--- config.mk ---
export PLATFORM = sky130hd
export DESIGN_NAME = i2c_master_transfer_sequencer_core
export DESIGN_NICKNAME = d
export VERILOG_FILES = /design/src/rtl/core/i2cms_pkg.sv /design/src/rtl/core/i2cms_buf.sv /design/src/rtl/core/i2cms_ctrl.sv /design/src/rtl/core/i2c_master_transfer_sequencer_core.sv
export SDC_FILE = /design/constraint.sdc
export NUM_CORES = 1
export LEC_CHECK = 0
export BUFFER_PORTS_ARGS = -buffer_cell sky130_fd_sc_hd__buf_2
export CAP_MARGIN = 20
export CORE_MARGIN = 2
export CORE_UTILIZATION = 40
export DETAILED_ROUTE_END_ITERATION = 8
export SLEW_MARGIN = 25
export SYNTH_ARGS = -nofsm -noshare
export SYNTH_HDL_FRONTEND = slang
export SYNTH_SLANG_ARGS = --single-unit
--- constraint.sdc ---
create_clock -name clk -period 4.1 [get_ports clk]
set_input_delay 0 -clock clk [delete_from_list [all_inputs] [get_ports clk]]
set_output_delay 0 -clock clk [all_outputs]
set_load 0.02 [all_outputs]
--- src/rtl/core/i2cms_pkg.sv ---
package i2cms_pkg;

  // Event and host operation codes carried on the opcode field.
  typedef enum logic [2:0] {
    OP_LOAD      = 3'd0,
    OP_READBACK  = 3'd1,
    OP_GO        = 3'd2,
    OP_START_SENT = 3'd3,
    OP_ADDR_SENT = 3'd4,
    OP_RX_READY  = 3'd5,
    OP_TX_EMPTY  = 3'd6
  } opcode_t;

  // Register indexes on the configuration port (byte address / 4).
  typedef enum logic [1:0] {
    REG_TARGET_ADDR = 2'd0,
    REG_XFER_KIND   = 2'd1,
    REG_WRITE_LEN   = 2'd2,
    REG_READ_LEN    = 2'd3
  } reg_index_t;

  localparam int PtrW = 6;
  localparam logic [5:0] ReadLenReset = 6'd1;

  // Configuration register contents.
  typedef struct packed {
    logic [6:0] target_address;
    logic       transfer_kind;
    logic [5:0] write_length;
    logic [5:0] read_length;
  } cfg_t;

  // Buffer access request for one step.
  typedef struct packed {
    logic       wr_en;
    logic [5:0] wr_addr;
    logic [7:0] wr_data;
    logic [5:0] rd_addr;
  } buf_req_t;

  // Result of one step, before the buffer read data is merged in.
  typedef struct packed {
    logic       tx_valid;
    logic       tx_from_buf;
    logic [7:0] addr_byte;
    logic       start_request;
    logic       stop_request;
    logic       ack_enable;
    logic       busy;
    logic       readback;
  } step_res_t;

endpackage

--- src/rtl/core/i2cms_buf.sv ---
module i2cms_buf import i2cms_pkg::*; #(
  parameter int BUF_DEPTH = 32
) (
  input  logic       clk,
  input  logic       step,
  input  buf_req_t   req,
  output logic [7:0] rd_data,
  output logic       rd_ok
);

  localparam int AW = (BUF_DEPTH > 1) ? $clog2(BUF_DEPTH) : 1;
  localparam int XW = ((AW > PtrW) ? AW : PtrW) + 1;

  logic [7:0]    mem [BUF_DEPTH];
  logic [XW-1:0] wr_ext;
  logic [XW-1:0] rd_ext;
  logic          wr_in_range;
  logic          rd_in_range;
  logic [AW-1:0] wr_idx;
  logic [AW-1:0] rd_idx;

  // Range check against the buffer depth; out-of-range writes are dropped
  // and out-of-range reads return zero.
  always_comb begin
    wr_ext      = XW'(req.wr_addr);
    rd_ext      = XW'(req.rd_addr);
    wr_in_range = wr_ext < XW'(BUF_DEPTH);
    rd_in_range = rd_ext < XW'(BUF_DEPTH);
    wr_idx      = wr_ext[AW-1:0];
    rd_idx      = rd_ext[AW-1:0];
  end

  // Single write port, registered read port.
  always_ff @(posedge clk) begin
    if (req.wr_en && wr_in_range) begin
      mem[wr_idx] <= req.wr_data;
    end
    if (step) begin
      rd_data <= mem[rd_idx];
      rd_ok   <= rd_in_range;
    end
  end

endmodule

--- src/rtl/core/i2cms_ctrl.sv ---
module i2cms_ctrl import i2cms_pkg::*; (
  input  logic       clk,
  input  logic       rst,
  input  logic       step,
  input  logic [2:0] opcode,
  input  logic [4:0] buffer_index,
  input  logic [7:0] data_in,
  input  cfg_t       cfg,
  output buf_req_t   req,
  output step_res_t  res
);

  logic [5:0] byte_pointer;
  logic [5:0] byte_pointer_next;
  logic       read_phase;
  logic       read_phase_next;
  logic       busy_flag;
  logic       busy_flag_next;
  logic       ack_level;
  logic       ack_level_next;
  logic [5:0] ptr_inc;

  // Sequencer state registers.
  always_ff @(posedge clk) begin
    if (rst) begin
      byte_pointer <= '0;
      read_phase   <= 1'b0;
      busy_flag    <= 1'b1;
      ack_level    <= 1'b0;
    end else if (step) begin
      byte_pointer <= byte_pointer_next;
      read_phase   <= read_phase_next;
      busy_flag    <= busy_flag_next;
      ack_level    <= ack_level_next;
    end
  end

  // Event decode: next state, buffer access and the step result.
  always_comb begin
    ptr_inc           = 6'(byte_pointer + 6'd1);
    byte_pointer_next = byte_pointer;
    read_phase_next   = read_phase;
    busy_flag_next    = busy_flag;
    ack_level_next    = ack_level;
    req               = '0;
    req.wr_data       = data_in;
    req.rd_addr       = byte_pointer;
    res               = '0;

    unique case (opcode)
      OP_LOAD: begin
        req.wr_en   = step;
        req.wr_addr = {1'b0, buffer_index};
      end
      OP_READBACK: begin
        req.rd_addr  = {1'b0, buffer_index};
        res.readback = 1'b1;
      end
      OP_GO: begin
        busy_flag_next    = 1'b1;
        res.start_request = 1'b1;
      end
      OP_START_SENT: begin
        res.tx_valid  = 1'b1;
        res.addr_byte = {cfg.target_address, read_phase};
      end
      OP_ADDR_SENT: begin
        byte_pointer_next = '0;
        ack_level_next    = 1'b1;
        req.rd_addr       = '0;
        if (!read_phase) begin
          if (cfg.write_length != '0) begin
            res.tx_valid      = 1'b1;
            res.tx_from_buf   = 1'b1;
            byte_pointer_next = 6'd1;
          end
        end else if (cfg.read_length == 6'd1) begin
          ack_level_next   = 1'b0;
          res.stop_request = 1'b1;
        end
      end
      OP_RX_READY: begin
        // Nack and stop ahead of the last byte of the read phase.
        if (cfg.read_length == 6'd1) begin
          read_phase_next = 1'b0;
        end else if (byte_pointer == 6'(cfg.read_length - 6'd2)) begin
          ack_level_next   = 1'b0;
          res.stop_request = 1'b1;
          read_phase_next  = 1'b0;
        end
        req.wr_en         = step;
        req.wr_addr       = byte_pointer;
        byte_pointer_next = ptr_inc;
        if (ptr_inc == cfg.read_length) begin
          busy_flag_next = 1'b0;
        end
      end
      OP_TX_EMPTY: begin
        if (byte_pointer < cfg.write_length) begin
          if (!cfg.transfer_kind && byte_pointer == 6'(cfg.write_length - 6'd1)) begin
            res.stop_request = 1'b1;
          end
          res.tx_valid      = 1'b1;
          res.tx_from_buf   = 1'b1;
          byte_pointer_next = ptr_inc;
        end else if (cfg.transfer_kind) begin
          // Write phase done: go to the repeated-start read phase.
          read_phase_next   = 1'b1;
          busy_flag_next    = 1'b1;
          res.start_request = 1'b1;
        end else begin
          busy_flag_next = 1'b0;
        end
      end
      default: begin
      end
    endcase

    res.ack_enable = ack_level_next;
    res.busy       = busy_flag_next;
  end

endmodule

--- src/rtl/core/i2c_master_transfer_sequencer_core.sv ---
// Channel   Handshake                 Payload
// input     in_valid / in_stall       opcode, buffer_index, data_in
// output    out_valid / out_stall     tx_valid, tx_byte, start_request, stop_request,
//                                     ack_enable, busy_res, read_byte
// config    APB write/read            paddr, pwdata, prdata
//
// One item is accepted per cycle while in_stall is low; its result is shown the
// cycle after acceptance, as the byte buffer has a registered read port.
// rst is synchronous: it clears the sequencer state (busy starts set) and the
// configuration; the byte buffer is not cleared.
// in_stall is high only while a result is held in the output register and stalled.
module i2c_master_transfer_sequencer_core import i2cms_pkg::*; #(
  parameter int BUF_DEPTH = 32
) (
  input  logic        clk,
  input  logic        rst,
  input  logic        in_valid,
  output logic        in_stall,
  input  logic [2:0]  opcode,
  input  logic [4:0]  buffer_index,
  input  logic [7:0]  data_in,
  output logic        out_valid,
  input  logic        out_stall,
  output logic        tx_valid,
  output logic [7:0]  tx_byte,
  output logic        start_request,
  output logic        stop_request,
  output logic        ack_enable,
  output logic        busy_res,
  output logic [7:0]  read_byte,
  input  logic        psel,
  input  logic        penable,
  input  logic        pwrite,
  input  logic [3:0]  paddr,
  input  logic [31:0] pwdata,
  output logic [31:0] prdata,
  output logic        pready
);

  cfg_t       cfg;
  buf_req_t   req;
  step_res_t  step_res;
  step_res_t  res_q;
  logic       step;
  logic       cfg_wr;
  logic [7:0] rd_data;
  logic       rd_ok;
  reg_index_t reg_sel;

  assign pready  = 1'b1;
  assign cfg_wr  = psel && penable && pwrite && pready;
  assign reg_sel = reg_index_t'(paddr[3:2]);

  // Configuration registers.
  always_ff @(posedge clk) begin
    if (rst) begin
      cfg.target_address <= '0;
      cfg.transfer_kind  <= 1'b0;
      cfg.write_length   <= '0;
      cfg.read_length    <= ReadLenReset;
    end else if (cfg_wr) begin
      unique case (reg_sel)
        REG_TARGET_ADDR: cfg.target_address <= pwdata[6:0];
        REG_XFER_KIND:   cfg.transfer_kind  <= pwdata[0];
        REG_WRITE_LEN:   cfg.write_length   <= pwdata[5:0];
        REG_READ_LEN:    cfg.read_length    <= pwdata[5:0];
        default: begin
        end
      endcase
    end
  end

  // Register readback.
  always_comb begin
    unique case (reg_sel)
      REG_TARGET_ADDR: prdata = 32'(cfg.target_address);
      REG_XFER_KIND:   prdata = 32'(cfg.transfer_kind);
      REG_WRITE_LEN:   prdata = 32'(cfg.write_length);
      REG_READ_LEN:    prdata = 32'(cfg.read_length);
      default:         prdata = '0;
    endcase
  end

  // An item enters whenever the output register is free or being drained.
  assign in_stall = out_valid && out_stall;
  assign step     = in_valid && !in_stall;

  i2cms_ctrl u_ctrl (
    .clk          (clk),
    .rst          (rst),
    .step         (step),
    .opcode       (opcode),
    .buffer_index (buffer_index),
    .data_in      (data_in),
    .cfg          (cfg),
    .req          (req),
    .res          (step_res)
  );

  i2cms_buf #(
    .BUF_DEPTH (BUF_DEPTH)
  ) u_buf (
    .clk     (clk),
    .step    (step),
    .req     (req),
    .rd_data (rd_data),
    .rd_ok   (rd_ok)
  );

  // Output register; the buffer read data is registered alongside it.
  always_ff @(posedge clk) begin
    if (rst) begin
      out_valid <= 1'b0;
    end else if (!in_stall) begin
      out_valid <= in_valid;
    end
  end

  always_ff @(posedge clk) begin
    if (step) begin
      res_q <= step_res;
    end
  end

  // Merge the buffer byte into the registered result.
  always_comb begin
    tx_valid      = res_q.tx_valid;
    start_request = res_q.start_request;
    stop_request  = res_q.stop_request;
    ack_enable    = res_q.ack_enable;
    busy_res      = res_q.busy;
    if (res_q.tx_from_buf) begin
      tx_byte = rd_ok ? rd_data : 8'd0;
    end else begin
      tx_byte = res_q.addr_byte;
    end
    read_byte = (res_q.readback && rd_ok) ? rd_data : 8'd0;
  end

  // An accepted item always shows up in the output register next cycle.
  assert property (@(posedge clk) disable iff (rst) step |=> out_valid)
    else $error("accepted transaction did not reach the output register");

  // No byte is sent, the sent byte reads as zero.
  assert property (@(posedge clk) disable iff (rst)
    (out_valid && !tx_valid) |-> (tx_byte == 8'd0))
    else $error("tx_byte nonzero without tx_valid");

  // A readback result carries no bus action.
  assert property (@(posedge clk) disable iff (rst)
    (out_valid && read_byte != 8'd0) |-> (!tx_valid && !start_request && !stop_request))
    else $error("readback result carries a bus action");

  // A step never asks for start and stop together.
  assert property (@(posedge clk) disable iff (rst)
    out_valid |-> !(start_request && stop_request))
    else $error("start and stop requested in the same result");

endmodule
# Word level (Yosys, flattened, before mapping)
# Memories as Yosys holds them, arrays and structs flattened. A register that Yosys moved wholly into a read port is not among the register bits.
# Cells that the tools add are included.
[op_classes]
n_addsub = 3
n_lt_le_gt_ge = 3
n_eq_ne = 17
mux = 41
n_reduce_logical = 20
[ops]
columns = ["operator", "count"]
rows = [
  ["$pmux 32 s4", 1],
  ["$mux 8", 3],
  ["$mux 1", 22],
  ["$eq 6x6->1", 3],
  ["$pmux 6 s3", 1],
  ["$pmux 7 s2", 1],
  ["$lt 6x6->1 const B", 2],
  ["$mux 6", 2],
  ["$pmux 6 s2", 1],
  ["$eq 3x3->1 const B", 3],
  ["$pmux 1 s3", 3],
  ["$pmux 1 s2", 4],
  ["$reduce_and 2->1", 4],
  ["$logic_and 1x1->1", 7],
  ["$add 6x1->6 const B", 1],
  ["$eq 3x2->1 const B", 2],
  ["$eq 6x1->1 const B", 1],
  ["$lt 6x6->1", 1],
  ["$mux 2", 3],
  ["$reduce_bool 6->1", 1],
  ["$sub 6x1->6 const B", 1],
  ["$sub 6x2->6 const B", 1],
  ["$reduce_and 5->1", 1],
  ["$eq 2x2->1 const B", 2],
  ["11 further kinds", 13],
]
[word_totals]
register_bits = 46
mem_bits_rw = 256
inputBits = 59
out_inout_bits = 56
elab_cells = 103
memories = 1
[memory_table]
columns = ["name", "depth", "width", "rd", "rd_clocked_by_memory_dff", "wr", "line_no", "source"]
rows = [
  ["u_buf.mem", 32, 8, 1, 1, 1, "i2cms_buf.sv:14", "logic [7:0] mem [BUF_DEPTH];"],
]

# Longest topological paths before layout
[logic_depth]
word_depth = 8
ltp_mapped = 11
mapped_depth_nobuf = 9

# Cells and area by module
# From an unflattened synthesis, not the netlist that was laid out.
[hier_totals]
cells_unflattened = 825
hier_area_um2 = 13668.1
[modules_own_cells]
columns = ["mod", "instances", "cells_per_inst", "area_each_um2", "seq_area_each_um2"]
rows = [
  ["i2cms_buf", 1, 421, 10187.3, 7957.6],
  ["i2c_master_transfer_sequencer_core", 1, 181, 1859.3, 870.8],
  ["i2cms_ctrl", 1, 223, 1621.6, 180.2],
]

# Worst setup path after synthesis
# Ideal clock, no wire load.
[synth_timing]
path_type = "reg-to-reg"
startpoint = "register out_valid"
endpoint = "memory u_buf.mem[1][0] (enable)"
setup_ps = 370
arrival_ps = 1976
required_ps = 3730
path_slack_ps = 1754
stages_incl_launch_ff = 7
n_path_buf = 0
synth_period_minus_slack_ps = 2346
cell_sequence = "dfxtp_1 nand2_1 nand2_1 inv_1 and3_1 nand2_1 nor2_1"
[synth_between]
elab_chain_cells = 7
[synth_rtl]
columns = ["item", "line_no", "source"]
rows = [
  ["start, declared", "i2c_master_transfer_sequencer_core.sv:22", "output logic out_valid,"],
  ["start signal, assigned", "i2c_master_transfer_sequencer_core.sv:115", "out_valid <= in_valid;"],
  ["$logic_and 1x1->1", "i2c_master_transfer_sequencer_core.sv:85", "assign in_stall = out_valid && out_stall;"],
  ["$logic_not 1->1", "--", ""],
  ["$logic_and 1x1->1", "i2c_master_transfer_sequencer_core.sv:86", "assign step = in_valid && !in_stall;"],
  ["via step", "i2c_master_transfer_sequencer_core.sv:44", "logic step;"],
  ["$pmux 7 s2", "i2cms_ctrl.sv:50", "unique case (opcode)"],
  ["$logic_and 1x1->1", "i2cms_buf.sv:35", "if (req.wr_en && wr_in_range) begin"],
  ["$mux 1", "i2cms_buf.sv:35", ""],
  ["$mux 1 (not written as such)", "i2cms_buf.sv:36", "mem[wr_idx] <= req.wr_data;"],
  ["end, declared", "i2cms_buf.sv:14", ""],
]
# The timed path passes the listed nets, and every way through them passes these cells.

# Final worst setup path
[layout_timing]
startpoint = "register u_ctrl.byte_pointer[1]"
endpoint = "register u_buf.rd_data[4], read port of u_buf.mem, data pin"
[layout_between]
elab_chain_cells = 1
[layout_rtl]
columns = ["item", "line_no", "source"]
rows = [
  ["start, declared", "i2cms_ctrl.sv:13", "logic [5:0] byte_pointer;"],
  ["start signal, assigned", "i2cms_ctrl.sv:31", "byte_pointer <= byte_pointer_next;"],
  ["$pmux 6 s2", "i2cms_ctrl.sv:50", ""],
  ["end, declared", "i2cms_buf.sv:7", "output logic [7:0] rd_data,"],
]
# No other way between the ends.
# A chain may end at the register's enable or synchronous reset.

==> results.md <==
* Result of the run: finished, final reports clean
* Static Leakage at 5.10 nW
* Initial cell density of the core at 40.5%
* Number of violations of the max-capacitance limit at 0
* Die Ht at 188 um
* Setup CP Type: reg2reg
* Aggregate routed wire length at 33,000 um
* Cell chosen for the clock root: clkbuf_16
* Via-per-instance ratio at 5.40
* Initial drt markers at 870
* Unique masters post-synth at 52
* CTS buffer count at 31
* Basic-gate share of the synthesized area counting and, or, nand and nor cells at 12.1%
* Sequential area share after synthesis at 66.6%
* Layout overhead on the synthesized area at 12.6%
* Cell area after synthesis at 0.0135 mm^2
* Largest net degree at the start of global routing at 55
* Final std cells w/o fill at 1,592
* Post-route minimum period at 3.03 ns
* Final setup violation count at 0
* Routed vias at 8,602
* Area share of fa/ha/maj cells after synthesis at 0.924%
* Worst-path fanout max at 13
* Dominant combinational cell family by area after synthesis: simple AND/OR/NAND/NOR gates
* Remaining Overflow, GRT at 0
* DIE WIDTH at 188 um
* Layout net count at 1,186
* Nature of the critical path endpoint: flip-flop
* Area share of the largest cell type after synthesis at 62.1%
* GR Util met2 at 30.0%
* Setup Total Neg Slack at 0 ns
* Worst max-slew margin expressed relative to the limit at 39.4%
* GR Layer Usage met3 at 2.49%
* DRC viols at 0
* Routed len/inst at 20.7 um
* Worst setup skew after layout at 0.0159 ns
* Hold Violations, Final at 0
* Dominant cells by area after synthesis: edfxtp_1, mux2i_1, nand2_1
* Clock-pin slew of the registers on the worst-case setup and hold paths at 0.06 ns
* Worst Setup Start Kind: flip-flop
* Multiplexer fraction of the synthesized cell area at 6.46%
* Count of instances resized after the clock tree is built at 0
* Num rows at 67
* Fraction of final layout cells with drive strength greater than 1 at 11.6%
* Number of slew-limit violations in the final report at 0
* # fillers at 2,997
* Worst skew pair latency at 0.58 ns
* Number of optimization iterations in the first detailed-route pass at 8
* Number of H-tree levels at 1
* Share of the synthesized netlist area taken by xor and xnor gates at 1.10%
* Power density of the placed cells at 425 mW/mm^2
* EDFF count, synth at 280
* Ratio of final minimum period to clock period at 73.9%
* Slew at the pin with the worst max-slew slack at 0.905 ns
* Post-synth top area cell: edfxtp_1
* Count of nets left with antenna violations after detail routing at 0
* Unrepaired setup endpoints after global routing: false
* Most frequent cells in the layout: edfxtp_1, nand2_1, nor2_1, mux2i_1, a32oi_1
* Antenna violations before repair at 3
* Mean post-synth cell area at 13.0 um^2
* Overall global routing resource usage at 18.4%
* Full die area at 0.0353 mm^2
* Cell count after placement at 1,511
* Met1 track utilization from global routing at 26.1%
* # clock sinks at 310
* CP Data Required Time at 4.41 ns
* Max IR drop VDD at 0.000275 V
* Floorplan core area at 0.0334 mm^2
* Syn Inst Count at 1,043
* Achievable frequency at 330 MHz
* TritonCTS clock tree: yes
* Async SR Flop Fraction at 0%
* Number of global-route vias before repair at 8,207
* Number of warning messages in the yosys log at 0
* Largest buffer count on any clock path at 3
* Class of the tightest hold or removal check: in2reg
* IO Count at 115
* Area fraction in compound gates after synthesis at 8.41%
* Endpoint arrival time on the critical path at 3.34 ns
* Quantity of I/O buffers inserted on ports at 61
* Busiest grt layer: met2
* Post-DP HPWL at 21,900 um
* Synthesis-stage register bit count at 310
* Weighted congestion at the end of routability-driven global placement at 0.865
* First-pass GRT wire length at 49,900 um
* Top FF cell, synth: edfxtp_1
* Most common cell after layout, fill and taps aside: edfxtp_1
## sequential cells by signal, summed over array words and instances, names as in the netlist
| name | cells |
|---|---|
| tx_valid | 1 |
| cfg | 20 |
| ack_enable | 1 |
| stop_request | 1 |
| u_ctrl.read_phase | 1 |
| u_buf.rd_data | 8 |
| u_ctrl.byte_pointer | 6 |
| u_ctrl.busy_flag | 1 |
| start_request | 1 |
| out_valid | 1 |
| res_q | 10 |
| u_ctrl.ack_level | 1 |
| u_buf.rd_ok | 1 |
| busy_res | 1 |
| u_buf.mem | 256 |
## Yosys cell counts, types with 3 or more instances
master,instances
nand3_1,12
o31ai_1,4
xor2_1,6
nor2_2,4
and2_1,14
edfxtp_1,280
mux2i_1,84
and3_1,18
o21ai_0,28
a21oi_1,11
buf_6,9
dfxtp_1,30
nor3_1,11
o211ai_1,3
ha_1,10
buf_2,8
a31oi_1,4
xnor2_1,11
inv_1,26
or2_2,5
a221o_1,5
nor2_1,97
nor3b_1,3
clkbuf_1,16
nand4_1,21
nand2_1,175
buf_4,39
a32oi_1,64
a22o_1,5
a221oi_2,4
nor2b_1,6
## worst paths after layout
check                                            start                to  slack [ns]  cells past startpoint
worst max-delay path            u_ctrl.byte_pointer[1]  u_buf.rd_data[4]        1.07                      7
worst min-delay path                        data_in[3]  u_buf.mem[14][3]       0.004                      1
worst max register to register  u_ctrl.byte_pointer[1]  u_buf.rd_data[4]        1.07                      7
worst min register to register        u_ctrl.ack_level  u_ctrl.ack_level        0.51                      2
## worst max-delay path, stage by stage, from the launching register on
cell     delay (ns)
dfxtp_1        0.60
and3_1         0.25
a221o_2        0.38
nand2_1        0.18
nor2_1         0.63
a32oi_1        0.30
nand4_1        0.31
nor2_1         0.10
## timing repair
| action | in CTS | in global routing |
|---|---|---|
| hold buffers | 21 | 0 |
| endpoints found under the setup margin | 0 | 0 |
| hold endpoints to repair | 124 | 0 |
| buffers inserted | 0 | 0 |
## metal layers
layer	vias up	part of all wire, %	routed length [um]
li1	4013	-	-
met1	4251	45	14800
met2	285	47	15700
met3	51	5.5	1820
met4	2	2.1	707
met5	-	0.042	14
## kinds of logic (layout without fill, tap and decap cells)
group | Yosys count | after routing
mux | 86 | 86
fa+ha+maj | 10 | 10
xor+xnor | 17 | 17
other cells | 2 | 28
compound gates | 146 | 146
simple gates | 374 | 374
flops | 310 | 310
buf+inv | 98 | 173
## layout make-up
type	instances	area (um^2)	share of cell area, %
diodes	2	5.00	0.0328
clock buffers	37	798	5.24
clock inverters	21	146	0.960
inverters	26	97.6	0.640
multi-input cells	659	4050	26.6
flip-flops and latches	310	9010	59.1
well taps	448	561	3.68
repair buffers	89	581	3.81
## stage by stage
stage	instance area, um^2	total power, mW	hold WS, ns	util, %	worst slack, ns
after CTS	15200	6.52	0.00119	45.6	1.11
after floorplan	13600	3.77	0.0989	-	1.75
after global routing	15200	6.68	0.0140	45.6	0.938
after global placement	14100	3.89	0.225	42.1	1.06
after detailed placement	14100	3.89	0.237	42.1	0.995
final	15200	6.48	0.00422	45.6	1.07
## power breakdown
part | switching [mW] | total [mW] | internal, mW
Sequential | 0.0146 | 3.48 | 3.47
Combinational | 0.256 | 0.357 | 0.101
Clock | 1.18 | 2.63 | 1.46
Total | 1.45 | 6.48 | 5.03
(Power assumes the default switching activity.)
